`src/sv/fttc_pkg.sv`:
```
`default_nettype none

package fttc_pkg;

   localparam logic [2:0] CMD_START_REPLY   = 3'd0;
   localparam logic [2:0] CMD_START_NOREPLY = 3'd1;
   localparam logic [2:0] CMD_TX_READY      = 3'd2;
   localparam logic [2:0] CMD_TX_COMPLETE   = 3'd3;
   localparam logic [2:0] CMD_RX_BYTE       = 3'd4;
   localparam logic [2:0] CMD_RESET         = 3'd5;

   localparam logic [2:0] EV_NONE          = 3'd0;
   localparam logic [2:0] EV_REQ_SENT      = 3'd1;
   localparam logic [2:0] EV_NOREPLY_DONE  = 3'd2;
   localparam logic [2:0] EV_REPLY_DONE    = 3'd3;
   localparam logic [2:0] EV_REPLY_ERROR   = 3'd4;
   localparam logic [2:0] EV_START_REJECT  = 3'd5;

   localparam logic [1:0] PH_IDLE         = 2'd0;
   localparam logic [1:0] PH_SEND_REPLY   = 2'd1;
   localparam logic [1:0] PH_SEND_NOREPLY = 2'd2;
   localparam logic [1:0] PH_RECV         = 2'd3;

   localparam logic [7:0] DEL_SD1 = 8'h10;
   localparam logic [7:0] DEL_SD2 = 8'h68;
   localparam logic [7:0] DEL_SD3 = 8'hA2;
   localparam logic [7:0] DEL_SD4 = 8'hDC;
   localparam logic [7:0] DEL_SC  = 8'hE5;

   localparam logic [7:0] SIZE_SD1       = 8'd6;
   localparam logic [7:0] SIZE_SD2_EXTRA = 8'd6;
   localparam logic [7:0] SIZE_SD3       = 8'd14;
   localparam logic [7:0] SIZE_SD4       = 8'd3;
   localparam logic [7:0] SIZE_SC        = 8'd1;
   localparam logic [7:0] LE_MIN         = 8'd4;
   localparam logic [7:0] LE_MAX         = 8'd249;

   typedef logic [7:0] byte_type;

   // Telegram length in bytes, or zero for an unknown delimiter or a bad LE/LEr pair.
   function automatic byte_type telegram_bytes(input byte_type sd, input byte_type le,
                                               input byte_type ler);
      byte_type n;
      case (sd)
         DEL_SD1: n = SIZE_SD1;
         DEL_SD2: begin
            if (le != ler || le < LE_MIN || le > LE_MAX) n = 8'd0;
            else n = le + SIZE_SD2_EXTRA;
         end
         DEL_SD3: n = SIZE_SD3;
         DEL_SD4: n = SIZE_SD4;
         DEL_SC:  n = SIZE_SC;
         default: n = 8'd0;
      endcase
      return n;
   endfunction

endpackage

`default_nettype wire

```
`src/sv/fttc_req_if.sv`:
```
`default_nettype none

interface fttc_req_if;
   logic       valid;
   logic       ready;
   logic [2:0] cmd;
   logic [7:0] req_delim;
   logic [7:0] req_len;
   logic [7:0] req_len_rep;
   logic [7:0] rx_data;

   modport source (output valid, cmd, req_delim, req_len, req_len_rep, rx_data,
                   input ready);
   modport sink (input valid, cmd, req_delim, req_len, req_len_rep, rx_data,
                 output ready);
endinterface

`default_nettype wire

```
`src/sv/fttc_rsp_if.sv`:
```
`default_nettype none

interface fttc_rsp_if;
   logic       valid;
   logic       ready;
   logic [2:0] event_res;
   logic [7:0] event_size;
   logic       tx_valid;
   logic [7:0] tx_index;
   logic       store_valid;
   logic [7:0] store_index;
   logic       line_drive;
   logic       rx_enabled;
   logic       busy_res;

   modport source (output valid, event_res, event_size, tx_valid, tx_index, store_valid,
                   store_index, line_drive, rx_enabled, busy_res,
                   input ready);
   modport sink (input valid, event_res, event_size, tx_valid, tx_index, store_valid,
                 store_index, line_drive, rx_enabled, busy_res,
                 output ready);
endinterface

`default_nettype wire

```
`src/sv/fieldbus_telegram_transfer_control.sv`:
```
// Half-duplex fieldbus telegram sequencer.
// Each transfer on the req channel carries one event: a start (with or without reply),
// transmitter ready, transmit complete, a received byte, or a soft reset. For every
// transfer accepted, exactly one result leaves on the rsp channel: the event code, the
// reply size, the request byte index to send, the buffer index for a received byte and
// the line, receiver and busy flags as they stand after the event.
// The state is updated at the edge that accepts the transfer and the result is held in
// an output register, so the result appears in the cycle after acceptance. A new
// transfer is accepted every cycle unless the receiver stalls, one item per cycle
// sustained, set by the single state update. While a result waits, req.ready follows
// rsp.ready; on a stall, one result is held and req.ready falls until it is taken.
// The reset input clears the sequencer to idle and empties the output register; the
// reset command does the same to the sequencer state but still returns a result.
`default_nettype none

module fieldbus_telegram_transfer_control (
   input wire logic  clock,
   input wire logic  reset,
   fttc_req_if.sink   req,
   fttc_rsp_if.source rsp
);
   import fttc_pkg::*;

   logic [1:0] phase_ff, phase_in;
   logic [7:0] frame_size_ff, frame_size_in;
   logic [7:0] byte_pos_ff, byte_pos_in;
   logic       tail_pending_ff, tail_pending_in;
   logic [7:0] reply_delim_ff, reply_delim_in;
   logic [7:0] reply_len_ff, reply_len_in;

   logic       rsp_valid_ff;
   logic [2:0] event_res_ff, event_res_in;
   logic [7:0] event_size_ff, event_size_in;
   logic       tx_valid_ff, tx_valid_in;
   logic [7:0] tx_index_ff, tx_index_in;
   logic       store_valid_ff, store_valid_in;
   logic [7:0] store_index_ff, store_index_in;
   logic       line_drive_ff, rx_enabled_ff, busy_res_ff;

   logic       accept;
   logic       sending;

   assign req.ready = !rsp_valid_ff || rsp.ready;
   assign accept    = req.valid && req.ready;
   assign sending   = (phase_ff == PH_SEND_REPLY) || (phase_ff == PH_SEND_NOREPLY);

   always_comb begin
      logic [7:0] n;
      logic [7:0] pos;
      logic       done;
      n               = telegram_bytes(req.req_delim, req.req_len, req.req_len_rep);
      pos             = byte_pos_ff + 8'd1;
      done            = 1'b0;
      phase_in        = phase_ff;
      frame_size_in   = frame_size_ff;
      byte_pos_in     = byte_pos_ff;
      tail_pending_in = tail_pending_ff;
      reply_delim_in  = reply_delim_ff;
      reply_len_in    = reply_len_ff;
      event_res_in    = EV_NONE;
      event_size_in   = 8'd0;
      tx_valid_in     = 1'b0;
      tx_index_in     = 8'd0;
      store_valid_in  = 1'b0;
      store_index_in  = 8'd0;
      case (req.cmd)
         CMD_START_REPLY, CMD_START_NOREPLY: begin
            if (n == 8'd0 || phase_ff != PH_IDLE) begin
               event_res_in = EV_START_REJECT;
            end else begin
               phase_in        = (req.cmd == CMD_START_REPLY) ? PH_SEND_REPLY
                                                              : PH_SEND_NOREPLY;
               frame_size_in   = n;
               tail_pending_in = 1'b0;
               tx_valid_in     = 1'b1;
               byte_pos_in     = 8'd1;
            end
         end
         CMD_TX_READY: begin
            if (sending && !tail_pending_ff) begin
               if (byte_pos_ff >= frame_size_ff) begin
                  tail_pending_in = 1'b1;
               end else begin
                  tx_valid_in = 1'b1;
                  tx_index_in = byte_pos_ff;
                  byte_pos_in = pos;
               end
            end
         end
         CMD_TX_COMPLETE: begin
            if (tail_pending_ff) begin
               tail_pending_in = 1'b0;
               if (phase_ff == PH_SEND_REPLY) begin
                  phase_in      = PH_RECV;
                  frame_size_in = 8'd0;
                  byte_pos_in   = 8'd0;
                  event_res_in  = EV_REQ_SENT;
               end else if (phase_ff == PH_SEND_NOREPLY) begin
                  phase_in     = PH_IDLE;
                  event_res_in = EV_NOREPLY_DONE;
               end
            end
         end
         CMD_RX_BYTE: begin
            if (phase_ff == PH_RECV) begin
               store_valid_in = 1'b1;
               store_index_in = byte_pos_ff;
               byte_pos_in    = pos;
               if (pos == 8'd1) begin
                  reply_delim_in = req.rx_data;
                  if (req.rx_data != DEL_SD2) begin
                     frame_size_in = telegram_bytes(req.rx_data, 8'd0, 8'd0);
                     if (frame_size_in == 8'd0) begin
                        event_res_in = EV_REPLY_ERROR;
                        phase_in     = PH_IDLE;
                        done         = 1'b1;
                     end
                  end
               end else if (pos == 8'd2) begin
                  reply_len_in = req.rx_data;
               end
               if (!done && frame_size_in != 8'd0 && pos >= frame_size_in) begin
                  event_res_in  = EV_REPLY_DONE;
                  event_size_in = frame_size_in;
                  phase_in      = PH_IDLE;
                  done          = 1'b1;
               end
               if (!done && frame_size_in == 8'd0 && pos == 8'd3
                   && reply_delim_in == DEL_SD2) begin
                  frame_size_in = telegram_bytes(DEL_SD2, reply_len_in, req.rx_data);
                  if (frame_size_in == 8'd0) begin
                     event_res_in = EV_REPLY_ERROR;
                     phase_in     = PH_IDLE;
                  end
               end
            end
         end
         CMD_RESET: begin
            phase_in        = PH_IDLE;
            frame_size_in   = 8'd0;
            byte_pos_in     = 8'd0;
            tail_pending_in = 1'b0;
            reply_delim_in  = 8'd0;
            reply_len_in    = 8'd0;
         end
         default: begin
         end
      endcase
   end

   always_ff @(posedge clock) begin
      if (reset) begin
         phase_ff        <= PH_IDLE;
         frame_size_ff   <= 8'd0;
         byte_pos_ff     <= 8'd0;
         tail_pending_ff <= 1'b0;
         reply_delim_ff  <= 8'd0;
         reply_len_ff    <= 8'd0;
         rsp_valid_ff    <= 1'b0;
      end else begin
         if (accept) begin
            phase_ff        <= phase_in;
            frame_size_ff   <= frame_size_in;
            byte_pos_ff     <= byte_pos_in;
            tail_pending_ff <= tail_pending_in;
            reply_delim_ff  <= reply_delim_in;
            reply_len_ff    <= reply_len_in;
            rsp_valid_ff    <= 1'b1;
         end else if (rsp.ready) begin
            rsp_valid_ff <= 1'b0;
         end
      end
   end

   always_ff @(posedge clock) begin
      if (accept) begin
         event_res_ff   <= event_res_in;
         event_size_ff  <= event_size_in;
         tx_valid_ff    <= tx_valid_in;
         tx_index_ff    <= tx_index_in;
         store_valid_ff <= store_valid_in;
         store_index_ff <= store_index_in;
         line_drive_ff  <= (phase_in == PH_SEND_REPLY) || (phase_in == PH_SEND_NOREPLY);
         rx_enabled_ff  <= (phase_in == PH_RECV);
         busy_res_ff    <= (phase_in != PH_IDLE);
      end
   end

   assign rsp.valid       = rsp_valid_ff;
   assign rsp.event_res   = event_res_ff;
   assign rsp.event_size  = event_size_ff;
   assign rsp.tx_valid    = tx_valid_ff;
   assign rsp.tx_index    = tx_index_ff;
   assign rsp.store_valid = store_valid_ff;
   assign rsp.store_index = store_index_ff;
   assign rsp.line_drive  = line_drive_ff;
   assign rsp.rx_enabled  = rx_enabled_ff;
   assign rsp.busy_res    = busy_res_ff;

   a_tail_only_sending: assert property (@(posedge clock) disable iff (reset)
      tail_pending_ff |-> sending)
      else $error("Tail pending outside a sending phase.");

   a_empty_after_reset: assert property (@(posedge clock)
      reset |=> !rsp_valid_ff)
      else $error("Result register not empty after reset.");

   a_flags_agree: assert property (@(posedge clock) disable iff (reset)
      rsp.valid |-> (rsp.busy_res == (rsp.line_drive || rsp.rx_enabled))
                    && !(rsp.line_drive && rsp.rx_enabled))
      else $error("Line, receiver and busy flags disagree.");

   a_tx_only_when_sending: assert property (@(posedge clock) disable iff (reset)
      accept ##1 (rsp.valid && rsp.tx_valid) |-> rsp.line_drive)
      else $error("Transmit index handed out while the line is not driven.");

endmodule

`default_nettype wire

```
`src/flat_wrapper.sv`:
```
// flat-port wrapper written by rule: the top's interface ports become plain ports
module fieldbus_telegram_transfer_control_flat import fttc_pkg::*;
  (clock, reset, req_valid, req_cmd, req_req_delim, req_req_len, req_req_len_rep, req_rx_data, req_ready, rsp_valid, rsp_event_res, rsp_event_size, rsp_tx_valid, rsp_tx_index, rsp_store_valid, rsp_store_index, rsp_line_drive, rsp_rx_enabled, rsp_busy_res, rsp_ready);
  fttc_req_if req_i ();
  fttc_rsp_if rsp_i ();
  input wire logic clock;
  input wire logic reset;
  input wire logic [$bits(req_i.valid)-1:0] req_valid;
  input wire logic [$bits(req_i.cmd)-1:0] req_cmd;
  input wire logic [$bits(req_i.req_delim)-1:0] req_req_delim;
  input wire logic [$bits(req_i.req_len)-1:0] req_req_len;
  input wire logic [$bits(req_i.req_len_rep)-1:0] req_req_len_rep;
  input wire logic [$bits(req_i.rx_data)-1:0] req_rx_data;
  output wire logic [$bits(req_i.ready)-1:0] req_ready;
  output wire logic [$bits(rsp_i.valid)-1:0] rsp_valid;
  output wire logic [$bits(rsp_i.event_res)-1:0] rsp_event_res;
  output wire logic [$bits(rsp_i.event_size)-1:0] rsp_event_size;
  output wire logic [$bits(rsp_i.tx_valid)-1:0] rsp_tx_valid;
  output wire logic [$bits(rsp_i.tx_index)-1:0] rsp_tx_index;
  output wire logic [$bits(rsp_i.store_valid)-1:0] rsp_store_valid;
  output wire logic [$bits(rsp_i.store_index)-1:0] rsp_store_index;
  output wire logic [$bits(rsp_i.line_drive)-1:0] rsp_line_drive;
  output wire logic [$bits(rsp_i.rx_enabled)-1:0] rsp_rx_enabled;
  output wire logic [$bits(rsp_i.busy_res)-1:0] rsp_busy_res;
  input wire logic [$bits(rsp_i.ready)-1:0] rsp_ready;
  assign req_i.valid = req_valid;
  assign req_i.cmd = req_cmd;
  assign req_i.req_delim = req_req_delim;
  assign req_i.req_len = req_req_len;
  assign req_i.req_len_rep = req_req_len_rep;
  assign req_i.rx_data = req_rx_data;
  assign req_ready = req_i.ready;
  assign rsp_valid = rsp_i.valid;
  assign rsp_event_res = rsp_i.event_res;
  assign rsp_event_size = rsp_i.event_size;
  assign rsp_tx_valid = rsp_i.tx_valid;
  assign rsp_tx_index = rsp_i.tx_index;
  assign rsp_store_valid = rsp_i.store_valid;
  assign rsp_store_index = rsp_i.store_index;
  assign rsp_line_drive = rsp_i.line_drive;
  assign rsp_rx_enabled = rsp_i.rx_enabled;
  assign rsp_busy_res = rsp_i.busy_res;
  assign rsp_i.ready = rsp_ready;
  fieldbus_telegram_transfer_control u_core (.clock(clock), .reset(reset), .req(req_i), .rsp(rsp_i));
endmodule
```
`config.mk`:
```
export PLATFORM = sky130hd
export DESIGN_NAME = fieldbus_telegram_transfer_control_flat
export DESIGN_NICKNAME = d
export VERILOG_FILES = /design/src/sv/fttc_pkg.sv /design/src/sv/fttc_req_if.sv /design/src/sv/fttc_rsp_if.sv /design/src/sv/fieldbus_telegram_transfer_control.sv /design/src/flat_wrapper.sv
export SDC_FILE = /design/constraint.sdc
export NUM_CORES = 1
export LEC_CHECK = 0
export BUFFER_PORTS_ARGS = -buffer_cell sky130_fd_sc_hd__buf_4
export CORE_MARGIN = 4
export CORE_UTILIZATION = 58
export CTS_BUF_LIST = sky130_fd_sc_hd__clkbuf_16
export DETAILED_ROUTE_END_ITERATION = 12
export GPL_TIMING_DRIVEN = 0
export PLACE_DENSITY = 0.81
export SLEW_MARGIN = 15
export SYNTH_ARGS = -nofsm -noshare
export SYNTH_HDL_FRONTEND = slang
export SYNTH_SLANG_ARGS = --single-unit
```
`constraint.sdc`:
```
create_clock -name clock -period 6.5 [get_ports clock]
set_clock_uncertainty 0.05 [all_clocks]
set_input_delay 1.3 -clock clock [delete_from_list [all_inputs] [get_ports clock]]
set_output_delay 1.3 -clock clock [all_outputs]
set_load 0.03 [all_outputs]
```
==> implementation parameters, run 1 <==
Parameter                              Value

Status
  Result of the run    finished clean

Yosys
  Synth top area share    0.1964
  FFs w/ async S/R, synth    0
  Gate count of the mapped netlist    578
  Flip-flop cell with the highest count after synthesis    sky130_fd_sc_hd__dfxtp_1
  Synth warn    0
  Average cell area after synthesis    8.464 um2
  Proportion of synthesized chip area in sequential cells    0.3437
  Most common cell in the synthesized netlist    sky130_fd_sc_hd__nor2_1
  Cell area after technology mapping    4892 um2
  Number of different library cells in the post-synthesis netlist    72
  Post-synthesis register bit count    68
  Cell type with the largest total area after synthesis    sky130_fd_sc_hd__edfxtp_1
  Count of flip-flops with a built-in enable after synthesis    32
  Synth Net Count    644
  Cell types occupying the most area after synthesis    sky130_fd_sc_hd__edfxtp_1, sky130_fd_sc_hd__dfxtp_1, sky130_fd_sc_hd__ha_1
  Commonest cells post-synth    sky130_fd_sc_hd__nor2_1, sky130_fd_sc_hd__nand2_1, sky130_fd_sc_hd__dfxtp_1, sky130_fd_sc_hd__edfxtp_1

Routing
  Remaining antenna violation count after routing    0
  Initial DRC Count    382
  Routed wire length per instance    18.23 um
  Via-per-instance ratio    6.383
  First drt pass iteration count    7
  Via count    4845
  Aggregate routed wire length    13.84 mm
  DRC violations left    0

STA
  Final hold violation count    0
  Final setup viols    0
  RSZ-0062 raised after global routing    false
  Setup tns final    0 ns
  Max-Slew Margin vs Limit    0.3535
  Max Clk Rate    186.9 MHz
  Slew at the pin with the worst max-slew slack    0.9624 ns
  Fraction of the cycle the final worst path needs    0.8232
  Fin. max-slew vios    0
  Min Clock Period, post-route    5.351 ns

Die
  Vertical die dimension    99.84 um
  Die Width    99.84 um
  Die Footprint    9968 um2
  Standard-cell rows    33
  Top-level port count    73
  Initial cell density of the core    0.5954
  Core footprint    8217 um2

Cells and area
  Util after Layout    0.7055
  Count of inserted antenna diode cells    0
  Number of nets in the layout    715
  Share of cells above drive strength 1    0.1529
  Area growth syn-to-layout    18.49%
  Fillers    682

Worst setup path
  Max incr delay on CP    0.76 ns
  Setup CP Type    input port to flop
  Top delay family on crit path    compound AO/OA/AOI/OAI gates
  RR Startpoint    u_core.byte_pos_ff[0]
  Worst setup path startpoint    req_rx_data[1]
  Startpoint kind of the worst setup timing path    input port
  Worst path bufs/invs    3
  Critical-path cell with the highest stage delay    sky130_fd_sc_hd__o31ai_1
  Worst setup EP type    flop
  Cell Chain, Critical Path    buf_2, or2_1, buf_2, o31a_1, o2111ai_1, or2_1, buf_2, o31ai_1, ha_1, a211oi_1, o21ai_0, a31o_2, a21oi_1, a211oi_1, or3_1, a21o_1, ha_1
  Largest driver fanout on the critical path    10
  Worst EP arrival    5.39 ns
  Worst endpoint required time    6.54 ns
  Most numerous cell on the critical path    sky130_fd_sc_hd__buf_2

Placed design
  Detailed placer's ending HPWL    10.08 mm
  Last weighted congestion value of the routability-driven placer    0.9389
  Count of input and output buffers    60

Global routing
  Maximum number of pins on one net before global-route repair    41
  GRT Resource Usage Total    0.2837
  Total congestion overflow after global routing    0
  First-pass GRT wire length    22.73 mm
  Antenna violations before repair    0
  Via count of the first global-routing pass    4634

Clock tree
  Number of buffers inserted during clock tree synthesis    9
  Bufs on Longest Clock Path    2
  Hold-fix buffers at CTS    0
  Postcts setup bufs    0
  Post-CTS clock slew at the launch and capture registers of the worst setup and hold paths    0.06 ns
  Clock network latency to the later pin of the worst-skew pair    0.33 ns
  CTS Root Buffer Type    sky130_fd_sc_hd__clkbuf_16
  Quantity of gates resized following cts    0
  CTS sink cnt    68
  H-tree depth reported by CTS    3
  Clock tree from TritonCTS    built

Power
  Sequential share of power    0.397
  Fraction of power consumed by the clock network    0.450
  Internal cell power    0.8660 mW
  Share of total power in combinational logic    0.153
  Leakage power of the design    2.272 nW
  Psw    0.3183 mW
  PwrDens    204.3 nW/um2
  Peak ir drop on the vdd network    0.1421 mV
  Sw frac    0.2688

Flow run
  # Max-Cap Violations    0

Hold path
  Class of the most critical hold timing path    flop to flop
  Min-Delay Startpoint    u_core.reply_delim_ff[6]
==> final timing paths <==
path	slack (ns)	cells past startpoint	end
setup reg to reg	1.41	16	u_core.rsp.line_drive
hold / removal	0.46	2	u_core.reply_delim_ff[6]
setup / recovery	1.15	17	u_core.rsp.line_drive
hold reg to reg	0.46	2	u_core.reply_delim_ff[6]
==> layout by cell type, fill, tap and decap left out, types with 17 or more instances in the layout <==
cell type and count:
sky130_fd_sc_hd__edfxtp_1 32, sky130_fd_sc_hd__o21ai_0 24, sky130_fd_sc_hd__xnor2_1 17, sky130_fd_sc_hd__ha_1 27
sky130_fd_sc_hd__buf_4 61, sky130_fd_sc_hd__nand2_1 48, sky130_fd_sc_hd__xor2_1 21, sky130_fd_sc_hd__nor2_1 63
sky130_fd_sc_hd__a21oi_1 23, sky130_fd_sc_hd__dfxtp_1 36, sky130_fd_sc_hd__inv_1 20, sky130_fd_sc_hd__clkbuf_1 27
==> metal layers <==
| layer | share of wire | global-route usage | vias up |
|---|---|---|---|
| met2 | 0.48 | 0.4531 | 226 |
| met1 | 0.41 | 0.3776 | 2300 |
| met3 | 0.076 | 0.05073 | 53 |
| met5 | 0 | 0 | - |
| li1 | - | - | 2266 |
| met4 | 0.036 | 0.1229 | 0 |
==> area by class of cell <==
| type | instances | area (um2) | area share |
|---|---|---|---|
| Buffer | 39 | 168.9 | 0.02914 |
| Clock buffer | 9 | 225.2 | 0.03885 |
| Clock inverter | 7 | 97.59 | 0.01684 |
| Inverter | 21 | 78.83 | 0.01360 |
| Multi-Input combinational cell | 450 | 2963 | 0.5111 |
| Sequential cell | 68 | 1682 | 0.2901 |
| Tap cell | 105 | 131.4 | 0.02266 |
| Timing Repair Buffer | 60 | 450.4 | 0.07770 |
==> power by group through the flow <==
stage               Clock [mW]  Combinational, mW  Sequential, mW
floorplan                    0             0.0955           0.498
global route             0.555              0.196           0.471
detailed placement           0              0.177           0.479
finish                   0.533              0.181           0.470
global placement             0              0.172           0.478
CTS                      0.536              0.179           0.470
==> per-stage QoR <==
step | instance area (um2) | power, mW | setup slack [ns] | instances | hold slack, ns
6_report | 5797 | 1.184 | 1.149 | 759 | 0.4589
5_1_grt | 5797 | 1.223 | 0.8512 | 759 | 0.5040
4_1_cts | 5797 | 1.185 | 1.236 | 759 | 0.4598
3_5_place_dp | 5474 | 0.6558 | 0.8976 | 743 | 0.4475
3_3_place_gp | 5474 | 0.6507 | 0.9522 | 743 | 0.4429
2_1_floorplan | 4892 | 0.5936 | 1.591 | 578 | 0.4191
==> sequential cells by signal, indices dropped and copies added, names as in the netlist <==
register                count
u_core.reply_delim_ff       8
u_core.rsp.line_drive       1
u_core.rsp.event_size       8
u_core.frame_size_ff        8
u_core.tail_pending_ff      1
u_core.phase_ff             2
u_core.rsp.store_valid      1
u_core.rsp.rx_enabled       1
u_core.rsp.store_index      8
u_core.rsp.event_res        3
u_core.rsp.tx_valid         1
u_core.byte_pos_ff          8
u_core.rsp.busy_res         1
u_core.rsp.tx_index         8
u_core.rsp.valid            1
u_core.reply_len_ff         8
==> worst register-to-register path: cells and delay by family (launching register included) <==
family                   cells  cell delay (ns)
AO/OA/AOI/OAI                9             2.29
adder cells (fa/ha/maj)      3             0.99
buffers and inverters        1             0.16
flip-flops                   1             0.51
AND/OR/NAND/NOR              3             0.84
==> kinds of logic (layout without fill, tap and decap cells) <==
| logic type | after synthesis | in the layout | synth area share |
|---|---|---|---|
| AOI/OAI and AO/OA | 134 | 134 | 0.1875 |
| xor gates and xnor gates | 38 | 38 | 0.06803 |
| adders and majority gates | 27 | 27 | 0.06905 |
| buffers and inverters | 60 | 136 | 0.05064 |
| DFF | 68 | 68 | 0.3437 |
| muxes | 7 | 7 | 0.01458 |
| and+or+nand+nor | 244 | 244 | 0.2665 |
(Power assumes the default switching activity.)
==> run 2: changes to the inputs <==
--- a/config.mk
+++ b/config.mk
@@ -7,11 +7,11 @@
 export LEC_CHECK = 0
 export BUFFER_PORTS_ARGS = -buffer_cell sky130_fd_sc_hd__buf_4
 export CORE_MARGIN = 4
-export CORE_UTILIZATION = 58
+export CORE_UTILIZATION = 52
 export CTS_BUF_LIST = sky130_fd_sc_hd__clkbuf_16
 export DETAILED_ROUTE_END_ITERATION = 12
 export GPL_TIMING_DRIVEN = 0
-export PLACE_DENSITY = 0.81
+export PLACE_DENSITY = 0.77
 export SLEW_MARGIN = 15
 export SYNTH_ARGS = -nofsm -noshare
 export SYNTH_HDL_FRONTEND = slang
==> constraint.sdc (replaced) <==
create_clock -name clock -period 4.5 [get_ports clock]
set_clock_uncertainty 0.05 [all_clocks]
set_input_delay 0.9 -clock clock [delete_from_list [all_inputs] [get_ports clock]]
set_output_delay 0.9 -clock clock [all_outputs]
set_load 0.03 [all_outputs]
==> implementation parameters, run 2 (synthesis gave the netlist of run 1 again) <==
Parameter                              Value

Clock tree
  CTS sink cnt    68 (unchanged)
  Clock tree from TritonCTS    built (unchanged)
  Bufs on Longest Clock Path    2 (unchanged)
  Post-CTS clock slew at the launch and capture registers of the worst setup and hold paths    0.06 ns (about the same)
  Number of buffers inserted during clock tree synthesis    9 (unchanged)
  Clock network latency to the later pin of the worst-skew pair    0.33 ns (about the same)
  Hold-fix buffers at CTS    0 (unchanged)
  H-tree depth reported by CTS    3 (unchanged)
  CTS Root Buffer Type    sky130_fd_sc_hd__clkbuf_16 (unchanged)

Global routing
  GRT Resource Usage Total    0.2482 (was 0.2837)
  Via count of the first global-routing pass    4501 (was 4634)
  Total congestion overflow after global routing    0 (unchanged)
  Maximum number of pins on one net before global-route repair    41 (unchanged)
  Antenna violations before repair    0 (unchanged)
  First-pass GRT wire length    22.35 mm (was 22.73 mm)

Worst setup path
  Setup CP Type    input port to flop (unchanged)
  Worst EP arrival    4.46 ns (was 5.39 ns)
  Worst endpoint required time    4.54 ns (was 6.54 ns)
  Largest driver fanout on the critical path    10 (unchanged)
  Startpoint kind of the worst setup timing path    input port (unchanged)
  Worst setup EP type    flop (unchanged)

Routing
  Routed wire length per instance    17.99 um (was 18.23 um)
  Aggregate routed wire length    13.84 mm (about the same)
  Via-per-instance ratio    6.269 (was 6.383)
  Remaining antenna violation count after routing    0 (unchanged)
  DRC violations left    0 (unchanged)
  First drt pass iteration count    6 (was 7)
  Via count    4821 (was 4845)
  Initial DRC Count    522 (was 382)

Cells and area
  Commonest non-fill, non-tap cells in the layout    sky130_fd_sc_hd__buf_4, sky130_fd_sc_hd__nor2_1, sky130_fd_sc_hd__nand2_1, sky130_fd_sc_hd__dfxtp_1, sky130_fd_sc_hd__edfxtp_1 (was sky130_fd_sc_hd__nor2_1, sky130_fd_sc_hd__buf_4, sky130_fd_sc_hd__nand2_1, sky130_fd_sc_hd__dfxtp_1, sky130_fd_sc_hd__edfxtp_1)
  Count of inserted antenna diode cells    0 (unchanged)
  Fillers    774 (was 682)
  Share of cells above drive strength 1    0.1809 (was 0.1529)
  Util after Layout    0.6430 (was 0.7055)
  Most common library cell in the layout ignoring fill and taps    sky130_fd_sc_hd__buf_4 (was sky130_fd_sc_hd__nor2_1)
  Area growth syn-to-layout    20.87% (was 18.49%)
  Number of nets in the layout    719 (was 715)

Placed design
  Pre-CTS WS    -0.7277 ns (was 0.8976 ns)
  Detailed placer's ending HPWL    10.15 mm (was 10.08 mm)
  Count of input and output buffers    60 (unchanged)
  Last weighted congestion value of the routability-driven placer    0.9487 (was 0.9389)

Power
  Leakage power of the design    2.296 nW (was 2.272 nW)
  PwrDens    288.4 nW/um2 (was 204.3 nW/um2)
  Peak ir drop on the vdd network    0.2245 mV (was 0.1421 mV)

Die
  Standard-cell rows    35 (was 33)
  Die Footprint    11020 um2 (was 9968 um2)
  Core footprint    9196 um2 (was 8217 um2)
  Die Width    105.0 um (was 99.84 um)
  Initial cell density of the core    0.5320 (was 0.5954)
  Top-level port count    73 (unchanged)
  Vertical die dimension    105.0 um (was 99.84 um)

STA
  Min Clock Period, post-route    4.427 ns
  Max Clk Rate    225.9 MHz
  Fin. max-slew vios    0 (unchanged)
  Min setup slack post-route    0.07316 ns (was 1.149 ns)
  Slew at the pin with the worst max-slew slack    0.9189 ns (was 0.9624 ns)
  Final setup viols    0 (unchanged)
  Final hold violation count    0 (unchanged)
  Fraction of the cycle the final worst path needs    0.9837
  Max-Slew Margin vs Limit    0.3827 (was 0.3535)
  Final Hold Slack    0.4667 ns (was 0.4589 ns)

Status
  Result of the run    finished clean (unchanged)

Hold path
  Class of the most critical hold timing path    flop to flop (unchanged)

Flow run
  # Max-Cap Violations    0 (unchanged)
==> run 2: layout make-up <==
type,count,area [um2],area share
buffer,38,171.4,0.02899
clock buffer,9,225.2,0.03809
clock inverter,7,91.34,0.01545
inverter,21,78.83,0.01333
multi-input combinational,450,3035,0.5133
sequential,68,1684,0.2848
tap,111,138.9,0.02349
timing repair buffer,65,488.0,0.08252
==> run 2: layer usage <==
metal | routed length, um | global-route usage
met1 | 5790 | 0.3314
met4 | 370 | 0.08997
met5 | 0 | 0
met2 | 6676 | 0.4065
met3 | 1000 | 0.03830
==> run 2: worst paths after layout <==
check | endpoint | from | cells past startpoint | slack, ns
worst max-delay path | u_core.rsp.line_drive | req_rx_data[1] | 17 | 0.07
worst min-delay path | u_core.reply_delim_ff[5] | u_core.reply_delim_ff[5] | 2 | 0.47
worst min register to register | u_core.reply_delim_ff[5] | u_core.reply_delim_ff[5] | 2 | 0.47
worst max register to register | u_core.rsp.line_drive | u_core.byte_pos_ff[0] | 16 | 0.15
==> run 2: metrics by stage <==
step           std cells  cell area, um2  power, mW    TNS, ns
2_1_floorplan        578            4895     0.8576          0
3_3_place_gp         749            5484     0.9411     -5.652
3_5_place_dp         749            5484     0.9484     -6.304
4_1_cts              766            5849      1.696          0
5_1_grt              769            5913      1.759  -0.007549
6_report             769            5913      1.705          0
==> run 2: what timing repair did <==
item	4_1_cts	5_1_grt
buffers inserted	2	3
resized for setup	9	13
endpoints found under the setup margin	15	11
pin swaps	2	4
==> run 2: power by group <==
group | leakage, nW | total [mW] | internal [mW] | switching [mW]
Combinational | 1.53 | 0.278 | 0.105 | 0.173
Clock | 0.147 | 0.747 | 0.482 | 0.265
Sequential | 0.616 | 0.680 | 0.668 | 0.0122
==> run 2: worst max-delay path, cell delays in order <==
cell and delay (ns):
sky130_fd_sc_hd__clkbuf_4 0.17, sky130_fd_sc_hd__or2_1 0.23, sky130_fd_sc_hd__buf_2 0.16, sky130_fd_sc_hd__o31a_1 0.29
sky130_fd_sc_hd__o2111ai_2 0.13, sky130_fd_sc_hd__nor2_2 0.10, sky130_fd_sc_hd__mux2_4 0.34, sky130_fd_sc_hd__ha_1 0.27
sky130_fd_sc_hd__nand2b_1 0.15, sky130_fd_sc_hd__a211oi_2 0.22, sky130_fd_sc_hd__o21ai_1 0.11, sky130_fd_sc_hd__a31o_2 0.26
sky130_fd_sc_hd__a21oi_2 0.16, sky130_fd_sc_hd__a211oi_2 0.08, sky130_fd_sc_hd__or3_4 0.43, sky130_fd_sc_hd__a21o_1 0.17
sky130_fd_sc_hd__ha_1 0.26
==> run 3: changes to the inputs <==
--- a/config.mk
+++ b/config.mk
@@ -5,13 +5,14 @@
 export SDC_FILE = /design/constraint.sdc
 export NUM_CORES = 1
 export LEC_CHECK = 0
+export ABC_AREA = 1
 export BUFFER_PORTS_ARGS = -buffer_cell sky130_fd_sc_hd__buf_4
 export CORE_MARGIN = 4
-export CORE_UTILIZATION = 52
+export CORE_UTILIZATION = 53
 export CTS_BUF_LIST = sky130_fd_sc_hd__clkbuf_16
 export DETAILED_ROUTE_END_ITERATION = 12
 export GPL_TIMING_DRIVEN = 0
-export PLACE_DENSITY = 0.77
+export PLACE_DENSITY = 0.78
 export SLEW_MARGIN = 15
 export SYNTH_ARGS = -nofsm -noshare
 export SYNTH_HDL_FRONTEND = slang
==> implementation parameters, run 3 <==
Parameter                              Value

Yosys
  Cell type with the largest total area after synthesis    sky130_fd_sc_hd__edfxtp_1 (unchanged)
  Cell types occupying the most area after synthesis    sky130_fd_sc_hd__edfxtp_1, sky130_fd_sc_hd__dfxtp_1, sky130_fd_sc_hd__nand2_1 (was sky130_fd_sc_hd__edfxtp_1, sky130_fd_sc_hd__dfxtp_1, sky130_fd_sc_hd__ha_1)
  Average cell area after synthesis    6.763 um2 (was 8.464 um2)
  Most common cell in the synthesized netlist    sky130_fd_sc_hd__nand2_1 (was sky130_fd_sc_hd__nor2_1)
  Synth warn    0 (unchanged)
  Count of flip-flops with a built-in enable after synthesis    32 (unchanged)
  Commonest cells post-synth    sky130_fd_sc_hd__nand2_1, sky130_fd_sc_hd__inv_1, sky130_fd_sc_hd__nor2_1, sky130_fd_sc_hd__nand3_1, sky130_fd_sc_hd__a21oi_1 (was sky130_fd_sc_hd__nor2_1, sky130_fd_sc_hd__nand2_1, sky130_fd_sc_hd__dfxtp_1, sky130_fd_sc_hd__edfxtp_1)
  Synth Net Count    821 (was 644)
  Cell area after technology mapping    5106 um2 (was 4892 um2)
  Post-synthesis register bit count    68 (unchanged)
  Proportion of synthesized chip area in sequential cells    0.3293 (was 0.3437)
  Flip-flop cell with the highest count after synthesis    sky130_fd_sc_hd__dfxtp_1 (unchanged)
  FFs w/ async S/R, synth    0 (unchanged)
  Synth top area share    0.1882 (was 0.1964)
  Number of different library cells in the post-synthesis netlist    46 (was 72)
  Gate count of the mapped netlist    755 (was 578)

Global routing
  Maximum number of pins on one net before global-route repair    37 (was 41)
  Via count of the first global-routing pass    4733 (was 4501)
  First-pass GRT wire length    22.46 mm (was 22.35 mm)
  Total congestion overflow after global routing    0 (unchanged)
  Antenna violations before repair    0 (unchanged)
  GRT Resource Usage Total    0.2430 (was 0.2482)

Power
  Share of total power in combinational logic    0.234 (was 0.163)
  Leakage power of the design    2.821 nW (was 2.296 nW)
  Internal cell power    1.250 mW (was 1.255 mW)
  Sw frac    0.3101 (was 0.2642)
  PwrDens    298.0 nW/um2 (was 288.4 nW/um2)
  Peak ir drop on the vdd network    0.1680 mV (was 0.2245 mV)
  Psw    0.5617 mW (was 0.4505 mW)
  Sequential share of power    0.383 (was 0.399)
  Fraction of power consumed by the clock network    0.383 (was 0.438)
  Post-route total power    1.811 mW (was 1.705 mW)

Worst setup path
  Worst endpoint required time    4.53 ns (was 4.54 ns)
  Setup CP Type    flop to flop (was input port to flop)
  Startpoint kind of the worst setup timing path    flop (was input port)
  Worst setup EP type    flop (unchanged)
  Worst EP arrival    3.92 ns (was 4.46 ns)
  Largest driver fanout on the critical path    10 (unchanged)
  Setup slack on the worst flop-to-flop path    0.61 ns (was 0.15 ns)

Placed design
  Count of input and output buffers    69 (was 60)
  Last weighted congestion value of the routability-driven placer    0.9462 (was 0.9487)
  Detailed placer's ending HPWL    10.70 mm (was 10.15 mm)
  Placed Instances    953 (was 749)
  Cell Area, Placed    5786 um2 (was 5484 um2)

Cells and area
  Commonest non-fill, non-tap cells in the layout    sky130_fd_sc_hd__nand2_1, sky130_fd_sc_hd__inv_1, sky130_fd_sc_hd__nor2_1, sky130_fd_sc_hd__buf_4, sky130_fd_sc_hd__nand3_1 (was sky130_fd_sc_hd__buf_4, sky130_fd_sc_hd__nor2_1, sky130_fd_sc_hd__nand2_1, sky130_fd_sc_hd__dfxtp_1, sky130_fd_sc_hd__edfxtp_1)
  Most common library cell in the layout ignoring fill and taps    sky130_fd_sc_hd__nand2_1 (was sky130_fd_sc_hd__buf_4)
  Number of nets in the layout    901 (was 719)
  Count of inserted antenna diode cells    0 (unchanged)
  Share of cells above drive strength 1    0.1560 (was 0.1809)
  Filler-free cell count of the finished design    969 (was 769)
  Layout Cell Area excl Fill    6078 um2 (was 5913 um2)
  Area growth syn-to-layout    19.04% (was 20.87%)

Clock tree
  Post-CTS clock slew at the launch and capture registers of the worst setup and hold paths    0.06 ns (about the same)
  Number of buffers inserted during clock tree synthesis    9 (unchanged)
  Clock tree from TritonCTS    built (unchanged)
  H-tree depth reported by CTS    3 (unchanged)
  Postcts setup bufs    0 (was 2)
  Hold-fix buffers at CTS    0 (unchanged)
  Bufs on Longest Clock Path    2 (unchanged)
  CTS sink cnt    68 (unchanged)
  CTS Root Buffer Type    sky130_fd_sc_hd__clkbuf_16 (unchanged)
  Quantity of gates resized following cts    0 (was 9)
  Clock network latency to the later pin of the worst-skew pair    0.33 ns (about the same)

Routing
  Remaining antenna violation count after routing    0 (unchanged)
  Via count    5209 (was 4821)
  Aggregate routed wire length    13.51 mm (was 13.84 mm)
  DRC violations left    0 (unchanged)
  Via-per-instance ratio    5.376 (was 6.269)
  Routed wire length per instance    13.94 um (was 17.99 um)
  Initial DRC Count    255 (was 522)
  First drt pass iteration count    5 (was 6)

Flow run
  # Max-Cap Violations    0 (unchanged)

Die
  Top-level port count    73 (unchanged)
  Vertical die dimension    106.2 um (was 105.0 um)
  Standard-cell rows    35 (unchanged)
  Initial cell density of the core    0.5474 (was 0.5320)
  Die Footprint    11270 um2 (was 11020 um2)
  Die Width    106.2 um (was 105.0 um)
  Core footprint    9328 um2 (was 9196 um2)

Status
  Result of the run    finished clean (unchanged)

STA
  Fin. max-slew vios    0 (unchanged)
  Max-Slew Margin vs Limit    0.5268 (was 0.3827)
  Setup tns final    0 ns (unchanged)
  Min Clock Period, post-route    3.889 ns (was 4.427 ns)
  Fraction of the cycle the final worst path needs    0.8643 (was 0.9837)
  Max Clk Rate    257.1 MHz (was 225.9 MHz)
  Slew at the pin with the worst max-slew slack    0.7088 ns (was 0.9189 ns)
  RSZ-0062 raised after global routing    false
  Final setup viols    0 (unchanged)
  Final hold violation count    0 (unchanged)
  Final Hold Slack    0.4119 ns (was 0.4667 ns)

Hold path
  Class of the most critical hold timing path    flop to flop (unchanged)
==> run 3: changes by cell type in the layout (fill, tap and decap cells not counted), moves of 18 or more <==
cell and delta:
sky130_fd_sc_hd__nand2_1 +143, sky130_fd_sc_hd__inv_1 +88, sky130_fd_sc_hd__nand3_1 +54, sky130_fd_sc_hd__a21oi_1 +34, sky130_fd_sc_hd__nor2_1 +25, sky130_fd_sc_hd__clkbuf_1 -18
==> run 3: metrics by stage <==
stage          setup slack (ns)    util
2_1_floorplan            0.9168       -
3_3_place_gp             0.4229  0.6203
3_5_place_dp             0.3886  0.6203
4_1_cts                  0.6601  0.6516
5_1_grt                  0.1818  0.6516
6_report                 0.6106  0.6516
==> run 3: power by group through the flow <==
stage | Clock (mW) | Sequential (mW) | Combinational [mW]
after floorplan | 0 | 0.735 | 0.256
after detailed placement | 0 | 0.707 | 0.417
after global placement | 0 | 0.706 | 0.407
after CTS | 0.701 | 0.694 | 0.419
after global routing | 0.724 | 0.697 | 0.470
final | 0.694 | 0.694 | 0.423
==> run 3: layer usage <==
layer,vias up,track usage,share of wire
li1,2633,-,-
met1,2385,0.3209,0.44
met2,176,0.4186,0.49
met3,15,0.03461,0.056
met4,0,0.05920,0.014
met5,-,0,0
==> run 3: worst paths after layout <==
path	from	endpoint	cells after the start
max	u_core.byte_pos_ff[0]	u_core.rsp.line_drive	23
min	u_core.reply_delim_ff[5]	u_core.reply_delim_ff[5]	2
max reg2reg	u_core.byte_pos_ff[0]	u_core.rsp.line_drive	23
min reg2reg	u_core.reply_delim_ff[5]	u_core.reply_delim_ff[5]	2
==> run 3: area by class of cell <==
cell class	count	area, um2
clock inverter	7	67.56
timing repair buffer	69	518.0
inverter	113	424.2
clock buffer	9	225.2
sequential	68	1682
multi-input combinational	559	2910
buffer	15	90.09
fill	840	3249
tap	129	161.4
==> run 3: cells by family after synthesis <==
| group | count (synthesis) | synth area share |
|---|---|---|
| simple gates | 409 | 0.3668 |
| flops | 68 | 0.3293 |
| fa+ha+maj | 27 | 0.06616 |
| compound gates | 115 | 0.1233 |
| buf+inv | 128 | 0.1007 |
| xor+xnor | 8 | 0.01372 |
==> run 3: worst max-delay path: stages (launching register included) <==
cell and delay (ns):
sky130_fd_sc_hd__dfxtp_1 0.46, sky130_fd_sc_hd__ha_1 0.24, sky130_fd_sc_hd__nand3_1 0.11, sky130_fd_sc_hd__nand2_1 0.08, sky130_fd_sc_hd__nand2_1 0.16, sky130_fd_sc_hd__inv_1 0.09, sky130_fd_sc_hd__nand2_1 0.11, sky130_fd_sc_hd__nor2_4 0.26
sky130_fd_sc_hd__nand3_1 0.15, sky130_fd_sc_hd__nand2_2 0.14, sky130_fd_sc_hd__inv_1 0.08, sky130_fd_sc_hd__ha_1 0.31, sky130_fd_sc_hd__a21oi_1 0.14, sky130_fd_sc_hd__o21ai_0 0.10, sky130_fd_sc_hd__nand2_1 0.07, sky130_fd_sc_hd__o2111ai_1 0.12
sky130_fd_sc_hd__nand2_1 0.12, sky130_fd_sc_hd__nand2_1 0.05, sky130_fd_sc_hd__o21bai_1 0.15, sky130_fd_sc_hd__nand2_1 0.07, sky130_fd_sc_hd__nand3_1 0.10, sky130_fd_sc_hd__nand3_1 0.16, sky130_fd_sc_hd__inv_1 0.06, sky130_fd_sc_hd__ha_1 0.27
